`config.mk`:
```
export PLATFORM = sky130hd
export DESIGN_NAME = gregorian_date_evaluator
export DESIGN_NICKNAME = d
export VERILOG_FILES = /design/src/sv/gde_pkg.sv /design/src/sv/gde_input.sv /design/src/sv/gde_calendar.sv /design/src/sv/gde_finish.sv /design/src/sv/gregorian_date_evaluator.sv
export VERILOG_INCLUDE_DIRS = /design/src /design/src/sv
export SDC_FILE = /design/constraint.sdc
export NUM_CORES = 2
export LEC_CHECK = 0
export BUFFER_PORTS_ARGS = -buffer_cell sky130_fd_sc_hd__buf_2
export CAP_MARGIN = 20
export CORE_UTILIZATION = 30
export CTS_BUF_LIST = sky130_fd_sc_hd__clkbuf_16
export DETAILED_ROUTE_END_ITERATION = 16
export HOLD_SLACK_MARGIN = 0.15
export SKIP_CTS_REPAIR_TIMING = 1
export SLEW_MARGIN = 5
export SYNTH_ARGS = -nofsm -noshare
export SYNTH_HDL_FRONTEND = slang
export SYNTH_SLANG_ARGS = --single-unit
```
`constraint.sdc`:
```
create_clock -name clk -period 20.6 [get_ports clk]
set_input_delay 0 -clock clk [delete_from_list [all_inputs] [get_ports clk]]
set_output_delay 0 -clock clk [all_outputs]
set_load 0.005 [all_outputs]
```
`src/sv/gregorian_date_evaluator_assert.svh`:
```
// Assertion macros shared by the date evaluator RTL.
`ifndef GREGORIAN_DATE_EVALUATOR_ASSERT_SVH
`define GREGORIAN_DATE_EVALUATOR_ASSERT_SVH

// Implication in the same cycle.
`define GDE_ASSERT_NOW(lbl, ante, cons, msg) \
  lbl: assert property (@(posedge clk) disable iff (rst) (ante) |-> (cons)) \
    else $error(msg);

// Implication after a fixed number of cycles.
`define GDE_ASSERT_DELAY(lbl, ante, n, cons, msg) \
  lbl: assert property (@(posedge clk) disable iff (rst) (ante) |-> ##n (cons)) \
    else $error(msg);

`endif

```
`src/sv/gde_pkg.sv`:
```
// Shared widths, constants and stage types of the date evaluator.
`timescale 1ns / 1ps
package gde_pkg;

  localparam int YEAR_W  = 14;
  localparam int MONTH_W = 4;
  localparam int DAY_W   = 5;

  localparam logic [YEAR_W-1:0] MAX_YEAR = YEAR_W'(9999);

  // year / 100 by reciprocal: exact for every 14-bit year
  localparam int              RECIP_100_W     = 13;
  localparam logic [12:0]     RECIP_100       = 13'd5243;
  localparam int              RECIP_100_SHIFT = 19;
  localparam int              PROD100_W       = YEAR_W + RECIP_100_W;
  localparam int              Q100_W          = PROD100_W - RECIP_100_SHIFT;

  localparam int DB_W   = 23;
  localparam int WSUM_W = 15;
  localparam int DOY_W  = 9;

  // weekday sum / 7 by reciprocal, quotient at most one too high
  localparam int          RECIP_7_W     = 14;
  localparam logic [13:0] RECIP_7       = 14'd9363;
  localparam int          RECIP_7_SHIFT = 16;
  localparam int          PROD7_W       = WSUM_W + RECIP_7_W;
  localparam int          Q7_W          = PROD7_W - RECIP_7_SHIFT;

  localparam int TO_MONTH_W = 6;
  localparam int TO_YEAR_W  = 10;
  localparam int DIFF_W     = 23;
  localparam int DIFF_EXT_W = DB_W + 2;

  localparam logic signed [DIFF_EXT_W-1:0] DIFF_HI = DIFF_EXT_W'(2**(DIFF_W-1) - 1);
  localparam logic signed [DIFF_EXT_W-1:0] DIFF_LO = -DIFF_HI - DIFF_EXT_W'(1);

  typedef struct packed {
    logic [YEAR_W-1:0]  year;
    logic [MONTH_W-1:0] month;
    logic [DAY_W-1:0]   day;
  } date_t;

  typedef struct packed {
    date_t start_date;
    date_t end_date;
    logic  include_end;
  } s1_t;

  typedef struct packed {
    logic [WSUM_W-1:0] wsum;
    logic [DOY_W-1:0]  doy;
    logic [DOY_W-1:0]  end_doy;
    logic              leap;
    logic [DAY_W-1:0]  mlen;
    logic [DAY_W-1:0]  day;
    logic [DB_W-1:0]   db_start;
    logic [DB_W-1:0]   db_end;
    logic              include_end;
  } s3_t;

endpackage

```
`src/sv/gde_input.sv`:
```
// Input stage: field clamping and first pipeline register.
`timescale 1ns / 1ps
module gde_input import gde_pkg::*; (
  input  logic               clk,
  input  logic               rst,
  input  logic               start,
  input  logic [YEAR_W-1:0]  year,
  input  logic [MONTH_W-1:0] month,
  input  logic [DAY_W-1:0]   day,
  input  logic [YEAR_W-1:0]  end_year,
  input  logic [MONTH_W-1:0] end_month,
  input  logic [DAY_W-1:0]   end_day,
  input  logic               include_end,
  output logic               s1_valid,
  output s1_t                s1
);

  function automatic date_t fix_date(input logic [YEAR_W-1:0] y,
                                     input logic [MONTH_W-1:0] m,
                                     input logic [DAY_W-1:0] d);
    date_t r;
    priority if (y == '0)      r.year = YEAR_W'(1);
    else if (y > MAX_YEAR)     r.year = MAX_YEAR;
    else                       r.year = y;
    priority if (m == '0)          r.month = MONTH_W'(1);
    else if (m > MONTH_W'(12))     r.month = MONTH_W'(12);
    else                           r.month = m;
    r.day = (d == '0) ? DAY_W'(1) : d;
    return r;
  endfunction

  s1_t s1_next;

  always_comb begin
    s1_next.start_date  = fix_date(year, month, day);
    s1_next.end_date    = fix_date(end_year, end_month, end_day);
    s1_next.include_end = include_end;
  end

  always_ff @(posedge clk) begin
    if (rst) begin
      s1_valid <= 1'b0;
    end else begin
      s1_valid <= start;
    end
  end

  always_ff @(posedge clk) begin
    if (start) begin
      s1 <= s1_next;
    end
  end

endmodule

```
`src/sv/gde_calendar.sv`:
```
// Calendar stages: century quotients, leap years, day counts, weekday sum.
`timescale 1ns / 1ps
module gde_calendar import gde_pkg::*; (
  input  logic clk,
  input  logic rst,
  input  logic s1_valid,
  input  s1_t  s1,
  output logic s3_valid,
  output s3_t  s3
);

  typedef struct packed {
    logic              leap;
    logic [Q100_W-1:0] zq100;
    logic [DB_W-1:0]   days_before;
  } year_info_t;

  function automatic logic [DOY_W-1:0] cum_days(input logic [MONTH_W-1:0] m);
    logic [DOY_W-1:0] r;
    unique case (m)
      MONTH_W'(1):  r = DOY_W'(0);
      MONTH_W'(2):  r = DOY_W'(31);
      MONTH_W'(3):  r = DOY_W'(59);
      MONTH_W'(4):  r = DOY_W'(90);
      MONTH_W'(5):  r = DOY_W'(120);
      MONTH_W'(6):  r = DOY_W'(151);
      MONTH_W'(7):  r = DOY_W'(181);
      MONTH_W'(8):  r = DOY_W'(212);
      MONTH_W'(9):  r = DOY_W'(243);
      MONTH_W'(10): r = DOY_W'(273);
      MONTH_W'(11): r = DOY_W'(304);
      default:      r = DOY_W'(334);
    endcase
    return r;
  endfunction

  function automatic logic [DAY_W-1:0] month_len(input logic [MONTH_W-1:0] m);
    logic [DAY_W-1:0] r;
    unique case (m)
      MONTH_W'(2):  r = DAY_W'(28);
      MONTH_W'(4),
      MONTH_W'(6),
      MONTH_W'(9),
      MONTH_W'(11): r = DAY_W'(30);
      default:      r = DAY_W'(31);
    endcase
    return r;
  endfunction

  // (31 * shifted month) / 12, March as month one
  function automatic logic [DAY_W-1:0] month_offset(input logic [MONTH_W-1:0] m);
    logic [DAY_W-1:0] r;
    unique case (m)
      MONTH_W'(1):  r = DAY_W'(28);
      MONTH_W'(2):  r = DAY_W'(31);
      MONTH_W'(3):  r = DAY_W'(2);
      MONTH_W'(4):  r = DAY_W'(5);
      MONTH_W'(5):  r = DAY_W'(7);
      MONTH_W'(6):  r = DAY_W'(10);
      MONTH_W'(7):  r = DAY_W'(12);
      MONTH_W'(8):  r = DAY_W'(15);
      MONTH_W'(9):  r = DAY_W'(18);
      MONTH_W'(10): r = DAY_W'(20);
      MONTH_W'(11): r = DAY_W'(23);
      default:      r = DAY_W'(25);
    endcase
    return r;
  endfunction

  // q is year / 100; quotients of year - 1 follow from it
  function automatic year_info_t year_info(input logic [YEAR_W-1:0] y,
                                           input logic [Q100_W-1:0] q);
    logic [YEAR_W-1:0] r100;
    logic [YEAR_W-1:0] z;
    logic              century;
    year_info_t        info;
    r100    = y - YEAR_W'(q) * YEAR_W'(100);
    century = (r100 == '0);
    z       = y - YEAR_W'(1);
    info.leap        = century ? (q[1:0] == 2'b00) : (y[1:0] == 2'b00);
    info.zq100       = q - Q100_W'(century);
    info.days_before = DB_W'(z) * DB_W'(365) + DB_W'(z >> 2)
                     - DB_W'(info.zq100) + DB_W'(info.zq100 >> 2);
    return info;
  endfunction

  // stage 2
  logic                 s2_valid;
  s1_t                  s2;
  logic [Q100_W-1:0]    s2_q_start;
  logic [Q100_W-1:0]    s2_q_end;
  logic [PROD100_W-1:0] prod_start;
  logic [PROD100_W-1:0] prod_end;

  assign prod_start = PROD100_W'(s1.start_date.year) * PROD100_W'(RECIP_100);
  assign prod_end   = PROD100_W'(s1.end_date.year) * PROD100_W'(RECIP_100);

  always_ff @(posedge clk) begin
    if (rst) begin
      s2_valid <= 1'b0;
    end else begin
      s2_valid <= s1_valid;
    end
  end

  always_ff @(posedge clk) begin
    if (s1_valid) begin
      s2         <= s1;
      s2_q_start <= prod_start[RECIP_100_SHIFT +: Q100_W];
      s2_q_end   <= prod_end[RECIP_100_SHIFT +: Q100_W];
    end
  end

  // stage 3
  year_info_t        info_start;
  year_info_t        info_end;
  logic              jan_feb;
  logic [YEAR_W-1:0] yy;
  logic [Q100_W-1:0] yy_q100;
  s3_t               s3_next;

  always_comb begin
    info_start = year_info(s2.start_date.year, s2_q_start);
    info_end   = year_info(s2.end_date.year, s2_q_end);
    jan_feb    = (s2.start_date.month < MONTH_W'(3));
    yy         = s2.start_date.year - YEAR_W'(jan_feb);
    yy_q100    = jan_feb ? info_start.zq100 : s2_q_start;

    s3_next.wsum = WSUM_W'(s2.start_date.day) + WSUM_W'(yy) + WSUM_W'(yy >> 2)
                 - WSUM_W'(yy_q100) + WSUM_W'(yy_q100 >> 2)
                 + WSUM_W'(month_offset(s2.start_date.month));
    s3_next.doy = cum_days(s2.start_date.month) + DOY_W'(s2.start_date.day)
                + DOY_W'((s2.start_date.month > MONTH_W'(2)) && info_start.leap);
    s3_next.end_doy = cum_days(s2.end_date.month) + DOY_W'(s2.end_date.day)
                    + DOY_W'((s2.end_date.month > MONTH_W'(2)) && info_end.leap);
    s3_next.leap = info_start.leap;
    s3_next.mlen = month_len(s2.start_date.month)
                 + DAY_W'((s2.start_date.month == MONTH_W'(2)) && info_start.leap);
    s3_next.day         = s2.start_date.day;
    s3_next.db_start    = info_start.days_before;
    s3_next.db_end      = info_end.days_before;
    s3_next.include_end = s2.include_end;
  end

  always_ff @(posedge clk) begin
    if (rst) begin
      s3_valid <= 1'b0;
    end else begin
      s3_valid <= s2_valid;
    end
  end

  always_ff @(posedge clk) begin
    if (s2_valid) begin
      s3 <= s3_next;
    end
  end

endmodule

```
`src/sv/gde_finish.sv`:
```
// Finish stages: weekday modulo, differences, saturation, result register.
`timescale 1ns / 1ps
module gde_finish import gde_pkg::*; (
  input  logic                         clk,
  input  logic                         rst,
  input  logic                         s3_valid,
  input  s3_t                          s3,
  output logic                         done,
  output logic [2:0]                   weekday,
  output logic                         last_of_week,
  output logic                         weekend,
  output logic                         business_day,
  output logic [2:0]                   to_week_end,
  output logic signed [TO_MONTH_W-1:0] to_month_end,
  output logic signed [TO_YEAR_W-1:0]  to_year_end,
  output logic [DOY_W-1:0]             day_of_year,
  output logic                         leap,
  output logic signed [DIFF_W-1:0]     days_between
);

  // stage 4
  logic                   s4_valid;
  logic [WSUM_W-1:0]      s4_wsum;
  logic [Q7_W-1:0]        s4_q7;
  logic [TO_MONTH_W-1:0]  s4_to_month;
  logic [TO_YEAR_W-1:0]   s4_to_year;
  logic [DOY_W-1:0]       s4_doy;
  logic                   s4_leap;
  logic [DIFF_EXT_W-1:0]  s4_diff;
  logic [PROD7_W-1:0]     prod7;
  logic [DIFF_EXT_W-1:0]  diff_next;

  assign prod7 = PROD7_W'(s3.wsum) * PROD7_W'(RECIP_7);
  assign diff_next = DIFF_EXT_W'(s3.db_end) - DIFF_EXT_W'(s3.db_start)
                   + DIFF_EXT_W'(s3.end_doy) - DIFF_EXT_W'(s3.doy)
                   + DIFF_EXT_W'(s3.include_end);

  always_ff @(posedge clk) begin
    if (rst) begin
      s4_valid <= 1'b0;
    end else begin
      s4_valid <= s3_valid;
    end
  end

  always_ff @(posedge clk) begin
    if (s3_valid) begin
      s4_wsum     <= s3.wsum;
      s4_q7       <= prod7[RECIP_7_SHIFT +: Q7_W];
      s4_to_month <= TO_MONTH_W'(s3.mlen) - TO_MONTH_W'(s3.day) + TO_MONTH_W'(1);
      s4_to_year  <= TO_YEAR_W'(s3.leap ? 366 : 365) - TO_YEAR_W'(s3.doy)
                   + TO_YEAR_W'(1);
      s4_doy      <= s3.doy;
      s4_leap     <= s3.leap;
      s4_diff     <= diff_next;
    end
  end

  // stage 5: remainder in -7..6 held mod 16, one correction step
  logic [3:0]        rem;
  logic [2:0]        wd;
  logic [DIFF_W-1:0] diff_sat;

  always_comb begin
    rem = s4_wsum[3:0] - 4'(s4_q7 * Q7_W'(7));
    wd  = rem[3] ? 3'(rem + 4'd7) : rem[2:0];
    priority if ($signed(s4_diff) > DIFF_HI) diff_sat = DIFF_HI[DIFF_W-1:0];
    else if ($signed(s4_diff) < DIFF_LO)     diff_sat = DIFF_LO[DIFF_W-1:0];
    else                                     diff_sat = s4_diff[DIFF_W-1:0];
  end

  always_ff @(posedge clk) begin
    if (rst) begin
      done <= 1'b0;
    end else begin
      done <= s4_valid;
    end
  end

  always_ff @(posedge clk) begin
    if (s4_valid) begin
      weekday      <= wd;
      last_of_week <= (wd == 3'd6);
      weekend      <= (wd == 3'd5) || (wd == 3'd6);
      business_day <= !((wd == 3'd5) || (wd == 3'd6));
      to_week_end  <= 3'd6 - wd;
      to_month_end <= s4_to_month;
      to_year_end  <= s4_to_year;
      day_of_year  <= s4_doy;
      leap         <= s4_leap;
      days_between <= diff_sat;
    end
  end

endmodule

```
`src/sv/gregorian_date_evaluator.sv`:
```
// A transfer on start reaches done via the s1, s2, s3, s4 and result registers.
// Throughput: one item every cycle; five register stages, the widest being the
// year / 100 and weekday / 7 reciprocal multiplies. busy is never raised.
// Results cannot be held off by the receiver; nothing needs stalling.
// Reset (synchronous, rst high) clears all stage valid bits; data is not reset.
`timescale 1ns / 1ps
`include "gregorian_date_evaluator_assert.svh"
module gregorian_date_evaluator import gde_pkg::*; (
  input  logic                         clk,
  input  logic                         rst,
  input  logic                         start,
  output logic                         busy,
  input  logic [YEAR_W-1:0]            year,
  input  logic [MONTH_W-1:0]           month,
  input  logic [DAY_W-1:0]             day,
  input  logic [YEAR_W-1:0]            end_year,
  input  logic [MONTH_W-1:0]           end_month,
  input  logic [DAY_W-1:0]             end_day,
  input  logic                         include_end,
  output logic                         done,
  output logic [2:0]                   weekday,
  output logic                         last_of_week,
  output logic                         weekend,
  output logic                         business_day,
  output logic [2:0]                   to_week_end,
  output logic signed [TO_MONTH_W-1:0] to_month_end,
  output logic signed [TO_YEAR_W-1:0]  to_year_end,
  output logic [DOY_W-1:0]             day_of_year,
  output logic                         leap,
  output logic signed [DIFF_W-1:0]     days_between
);

  logic s1_valid;
  s1_t  s1;
  logic s3_valid;
  s3_t  s3;

  assign busy = 1'b0;

  gde_input u_input (
    .clk         (clk),
    .rst         (rst),
    .start       (start && !busy),
    .year        (year),
    .month       (month),
    .day         (day),
    .end_year    (end_year),
    .end_month   (end_month),
    .end_day     (end_day),
    .include_end (include_end),
    .s1_valid    (s1_valid),
    .s1          (s1)
  );

  gde_calendar u_calendar (
    .clk      (clk),
    .rst      (rst),
    .s1_valid (s1_valid),
    .s1       (s1),
    .s3_valid (s3_valid),
    .s3       (s3)
  );

  gde_finish u_finish (
    .clk          (clk),
    .rst          (rst),
    .s3_valid     (s3_valid),
    .s3           (s3),
    .done         (done),
    .weekday      (weekday),
    .last_of_week (last_of_week),
    .weekend      (weekend),
    .business_day (business_day),
    .to_week_end  (to_week_end),
    .to_month_end (to_month_end),
    .to_year_end  (to_year_end),
    .day_of_year  (day_of_year),
    .leap         (leap),
    .days_between (days_between)
  );

  `GDE_ASSERT_DELAY(a_latency, start && !busy, 5, done, "transfer lost in pipeline")
  `GDE_ASSERT_NOW(a_no_extra, done, $past(start && !busy, 5), "result without transfer")
  `GDE_ASSERT_NOW(a_week_split, done, (4'(weekday) + 4'(to_week_end)) == 4'd6,
                  "weekday and days to week end disagree")
  `GDE_ASSERT_NOW(a_flags, done, (business_day != weekend) && (!last_of_week || weekend),
                  "weekday flags inconsistent")
  `GDE_ASSERT_NOW(a_year_split, done,
                  (TO_YEAR_W'(day_of_year) + to_year_end) == TO_YEAR_W'(leap ? 367 : 366),
                  "day of year and days to year end disagree")

endmodule
```
**Word level (Yosys, flattened, before mapping)**

Memories as Yosys holds them, arrays and structs flattened. A register that Yosys moved wholly into a read port is not among the register bits.
Cells that the tools add are included.

- $add $sub $neg: 34
- $mul: 8
- Magnitude comparators: 9
- Eq/ne operators: 7
- Mux-type cells: 14
- Reductions and logical operators: 22

Operators by type and width:

| cell | number |
|---|---|
| $logic_not 14->1 | 4 |
| $mul 14x13->27 const B | 2 |
| $add 23x12->23 | 2 |
| $add 23x6->23 | 2 |
| $mul 14x9->23 const B | 2 |
| $sub 23x8->23 | 2 |
| $mul 15x14->29 const B | 1 |
| $gt 14x14->1 const B | 2 |
| $mux 14 | 2 |
| $sub 14x1->14 const B | 2 |
| $sub 14x14->14 | 2 |
| $add 25x1->25 | 1 |
| $add 25x9->25 | 1 |
| $gt 25x23->1 const B | 1 |
| $lt 25x23->1 const B | 1 |
| $sub 25x9->25 | 1 |
| $mul 8x5->12 const B | 2 |
| $sub 23x23->24 | 1 |
| $mux 23 | 1 |
| $mux 4 | 5 |
| $add 9x1->9 | 2 |
| $add 9x5->9 | 2 |
| $sub 8x1->8 | 2 |
| $add 15x12->15 | 1 |
| 34 further kinds | 50 |

- Register bits after elaboration: 332
- Memory bits (read-only): 368
- Output and inout port bits: 60
- Memories: 3

Memory list:

| memory | words | width | read ports | clocked after memory_dff | write ports | line | text |
|---|---|---|---|---|---|---|---|
| (no name shown) | 16 | 9 | 1 | 1 | 0 | gde_calendar.sv:20 | `unique case (m)` |
| (no name shown) | 16 | 9 | 1 | 1 | 0 | gde_calendar.sv:20 |  |
| (no name shown) | 16 | 5 | 1 | 1 | 0 | gde_calendar.sv:53 | `unique case (m)` |

**Logic depth before layout (Yosys ltp)**

- Word-level depth: 8
- Gate-level depth with buffers: 42
- Mapped depth without buffers: 42

**Cells and area by module**

Synthesis repeated with hierarchy kept, for this count alone.

- Cell total of the unflattened synthesis: 3242
- Area total of the unflattened synthesis: 35340.1 um^2

Modules (own cells, without submodules):

| module | times used | cells an instance | area each (um^2) | seq. area each (um^2) |
|---|---|---|---|---|
| gde_calendar | 1 | 2256 | 24136.9 | 5064.9 |
| gde_finish | 1 | 859 | 9290.2 | 3523.4 |
| gde_input | 1 | 125 | 1901.8 | 1431.4 |
| gregorian_date_evaluator | 1 | 2 | 11.3 | 0.0 |

**Worst setup path before layout**

Ideal clock, no wire load.

- Path type: register to register
- Start point: register u_calendar.s2_q_start[2]
- End point: register u_calendar.s3[45] (netlist name)
- Setup time: 0.258 ns
- Arrival: 8.734 ns
- Required time: 20.342 ns
- Path slack: 11.609 ns
- Stages on the path, launching flop included: 41
- Clock period less this slack: 8.991 ns
- Path through: edfxtp_1 -> inv_1 -> ha_1 -> ha_1 -> fa_1 -> ha_1 -> nor2b_1 -> o21ai_0 -> nand2b_1 -> a21o_1 -> a21oi_1 -> xor2_1 -> ha_1 -> xnor3_1 -> or3_4 -> a2111oi_4 -> ha_1 -> ha_1 -> (+5 left out) -> ha_1 -> inv_1 -> fa_1 -> inv_1 -> fa_1 -> inv_1 -> fa_1 -> inv_1 -> ha_1 -> a21oi_1 -> nor2b_1 -> o21a_1 -> a41oi_1 -> a211oi_1 -> o31ai_1 -> o21bai_1 -> a21oi_1 -> xnor2_1

RTL lines:

| element | line | text |
|---|---|---|
| from (decl) | gde_calendar.sv:90 | `logic [Q100_W-1:0] s2_q_start;` |
| from (signal assigned) | gde_calendar.sv:109 | `s2_q_start <= prod_start[RECIP_100_SHIFT +: Q100_W];` |

==> results.py <==
metrics = {
    "sta": {
        "fmax_achieved_mhz": 101,
        "tightestPinTransition_ns": 0.939,
        "unrepaired_setup_endpoints_after_global_routing": "false",
        "report.final.slew_viol_count": 0,
        "final.setup.worst_slack_ns": 10.68,
        "final_worst_path_period_share_pct": 48.2,
        "report.final.setup_viol": 0,
        "slew_headroom_pct": 37.2,
        "worst_clock_skew_ns": 0.0276,
        "post-route-min-period_ns": 9.92,
        "finalHoldViolations": 0,
        "whs_ns": 0.168,
        "final.setup.tns_ns": 0,
    },
    "finish": {
        "final_net_count": 4407,
        "layout_common_cells": "sky130_fd_sc_hd__inv_1, sky130_fd_sc_hd__ha_1, sky130_fd_sc_hd__fa_1, sky130_fd_sc_hd__edfxtp_1, sky130_fd_sc_hd__xnor2_1",
        "area.growth.synth_to_final_pct": 12.5,
        "final_layout_size_suffix_gt1_share_pct": 5.66,
        "finalCoreUtilization_pct": 34.2,
        "mostFrequentLayoutCell": "sky130_fd_sc_hd__inv_1",
    },
    "worst_setup_path": {
        "crit_arrival_ns": 10.25,
        "timing.critical_path.to_type": "flop",
        "worst_setup_path_start_kind": "flop",
        "timing.setup.critical_path_class": "flop to flop",
        "critical-path-max-stage-delay_ns": 0.60,
        "cp.required_ns": 20.93,
        "slowest_stage": "sky130_fd_sc_hd__fa_1",
        "critical_path.max_fanout": 6,
        "worst_path_most_repeated_cell": "sky130_fd_sc_hd__ha_1",
    },
    "grt": {
        "met2_usage_pct": 19.7,
        "globalRoute.totalOverflow": 0,
        "global_route_wire_length_before_repair_um": 113000,
        "grt_most_used_layer": "met2",
        "via_count_of_the_first_global_routing_pass": 22200,
        "grt.met3_usage_pct": 1.25,
        "maximum_number_of_pins_on_one_net_before_global_route_repair": 63,
        "track_usage_pct": 11.8,
        "global_route.usage.met1_pct": 16.3,
        "initial_antenna_violation_count": 1,
    },
    "placement": {
        "numPortBuffers": 108,
        "dp_hpwl_um": 57000,
        "dpl_worst_slack_ns": 10.71,
        "finalWeightedCongestion": 0.873,
    },
    "floorplan": {
        "die_width_um": 343,
        "initial_utilization_pct": 30.4,
        "die_area_mm2": 0.118,
        "coreArea_mm2": 0.115,
        "die-height_um": 343,
        "num_io_pins": 110,
        "placementRows": 124,
    },
    "cts": {
        "tritoncts.num_buffers": 39,
        "clock_tree.root_cell": "sky130_fd_sc_hd__clkbuf_16",
        "worst_skew_pair.late_latency_ns": 0.60,
        "cts.path.max_buffers": 3,
        "cts.htree.levels": 2,
        "cts.sink_count": 343,
        "cts_tree": "yes",
        "worst_setup_hold_path_clk_slew_ns": 0.06,
    },
    "logic_synthesis": {
        "synth_cells": 3183,
        "synth_top_flop_cell": "sky130_fd_sc_hd__edfxtp_1",
        "yosysWarningCount": 0,
        "yosysSeqAreaShare_pct": 28.7,
        "synth-seq-cells": 343,
        "syn-mean-instance-area_um2": 11.0,
        "netlist_area_mm2": 0.0349,
        "ffs_w_async_s_r_synth_pct": 0,
        "synth_nets": 4213,
        "synthTopCellsByArea": "sky130_fd_sc_hd__edfxtp_1, sky130_fd_sc_hd__ha_1, sky130_fd_sc_hd__fa_1",
        "synth_cell_types": 69,
        "post-synth-top-area-fraction_pct": 27.1,
        "synthDominantAreaCellType": "sky130_fd_sc_hd__edfxtp_1",
        "synth-edff-count": 315,
    },
    "min_path": {
        "hold_class": "input pin to flop",
    },
    "detailed_routing": {
        "drt.antenna.violating_nets": 0,
        "detail_route.vias_per_cell": 4.38,
        "dr_total_vias": 21600,
        "avgRoutedWirePerCell_um": 13.8,
        "drc_violations_left": 0,
        "first_pass_iters": 6,
        "detail_route.iter0.violations": 841,
        "drt-total-wl_um": 67800,
    },
    "job": {
        "max_cap_violations": 0,
    },
    "status": {
        "outcome": "complete, no violations",
    },
}
[metal layers]
| layer | up-vias | wire (um) |
|---|---|---|
| met5 | - | 0 |
| met4 | 0 | 1160 |
| met3 | 65 | 1840 |
| met2 | 271 | 31700 |
| met1 | 10300 | 33100 |
| li1 | 10900 | - |
[cells by family (layout without fill, tap and decap cells)]
logic type / after synthesis / in the layout / share of synthesized area, %
other: 1 / 3 / 0.0108
buffers and inverters: 772 / 996 / 8.34
AND/OR/NAND/NOR: 457 / 457 / 6.39
XOR/XNOR: 230 / 230 / 5.82
multiplexers: 14 / 14 / 0.416
AO/OA/AOI/OAI: 386 / 386 / 7.33
adder cells (fa/ha/maj): 980 / 980 / 43.0
flip-flops: 343 / 343 / 28.7
[state kept, by name (all words and copies together) (netlist names), 2 cells and up, named ones only]
register               flops
u_calendar.s2_q_start      8
u_finish.to_year_end      10
u_finish.days_between     23
u_finish.to_week_end       3
u_finish.s4_to_month       6
u_finish.to_month_end      6
u_finish.s4_to_year       10
u_finish.weekday           2
u_input.s1                47
u_finish.s4_diff          25
u_finish.s4_q7             4
u_finish.s4_wsum           4
u_finish.day_of_year       9
u_calendar.s2_q_end        8
u_finish.s4_doy            9
u_calendar.s2             47
u_calendar.s3             89
[metrics by stage]
step	cell area [um2]	cells
2_1_floorplan	34900	3183
3_3_place_gp	37200	4780
4_1_cts	38500	4851
6_report	39200	4921
3_5_place_dp	37200	4780
5_1_grt	39200	4919
[path summary, 6_finish.rpt]
check	from	end	slack, ns	cells past startpoint
hold reg to reg	u_finish.s4_to_year[7]	u_finish.to_year_end[7]	0.42	0
setup reg to reg	u_calendar.s2_q_start[3]	u_calendar.s3[45]	10.68	37
hold / removal	rst	u_calendar.s2_valid	0.17	3
setup / recovery	u_calendar.s2_q_start[3]	u_calendar.s3[45]	10.68	37
[critical path: cells and delay by family, from the launching register on]
family	cells	cell delay, ns
adders and majority gates	11	3.95
AOI/OAI and AO/OA	13	3.14
xor gates and xnor gates	4	0.90
and+or+nand+nor	4	0.75
DFF	1	0.52
buffers and inverters	5	0.40
[Yosys cell counts (8+ instances only)]
library cell	count
sky130_fd_sc_hd__nor2_1	108
sky130_fd_sc_hd__fa_1	362
sky130_fd_sc_hd__a21oi_1	103
sky130_fd_sc_hd__nand2b_1	40
sky130_fd_sc_hd__o2111ai_1	9
sky130_fd_sc_hd__and3_1	13
sky130_fd_sc_hd__a21boi_0	10
sky130_fd_sc_hd__nor3_1	39
sky130_fd_sc_hd__o31ai_1	10
sky130_fd_sc_hd__nand2_1	121
sky130_fd_sc_hd__nor2b_1	36
sky130_fd_sc_hd__and2_1	17
sky130_fd_sc_hd__a21o_1	58
sky130_fd_sc_hd__a31oi_1	8
sky130_fd_sc_hd__mux2i_1	10
sky130_fd_sc_hd__o21ai_0	77
sky130_fd_sc_hd__inv_1	741
sky130_fd_sc_hd__nand4_1	15
sky130_fd_sc_hd__dfxtp_1	28
sky130_fd_sc_hd__o21bai_1	17
sky130_fd_sc_hd__nor4_1	11
sky130_fd_sc_hd__a211oi_1	8
sky130_fd_sc_hd__edfxtp_1	315
sky130_fd_sc_hd__xor2_1	77
sky130_fd_sc_hd__xnor2_1	152
sky130_fd_sc_hd__clkbuf_1	27
sky130_fd_sc_hd__ha_1	618
sky130_fd_sc_hd__nand3_1	30
sky130_fd_sc_hd__o21a_1	21
[final cells by class]
| class | instances | area (um2) |
|---|---|---|
| Fill cell | 11400 | 75600 |
| Multi-Input combinational cell | 2068 | 21900 |
| Sequential cell | 343 | 10000 |
| Inverter | 741 | 2780 |
| Tap cell | 1512 | 1890 |
| Timing Repair Buffer | 184 | 1280 |
| Clock buffer | 39 | 976 |
| Clock inverter | 32 | 327 |
| Antenna cell | 2 | 5.00 |
Power is not shown: default switching activity piles up to over one toggle a cycle in this logic, so the estimate is an artifact.
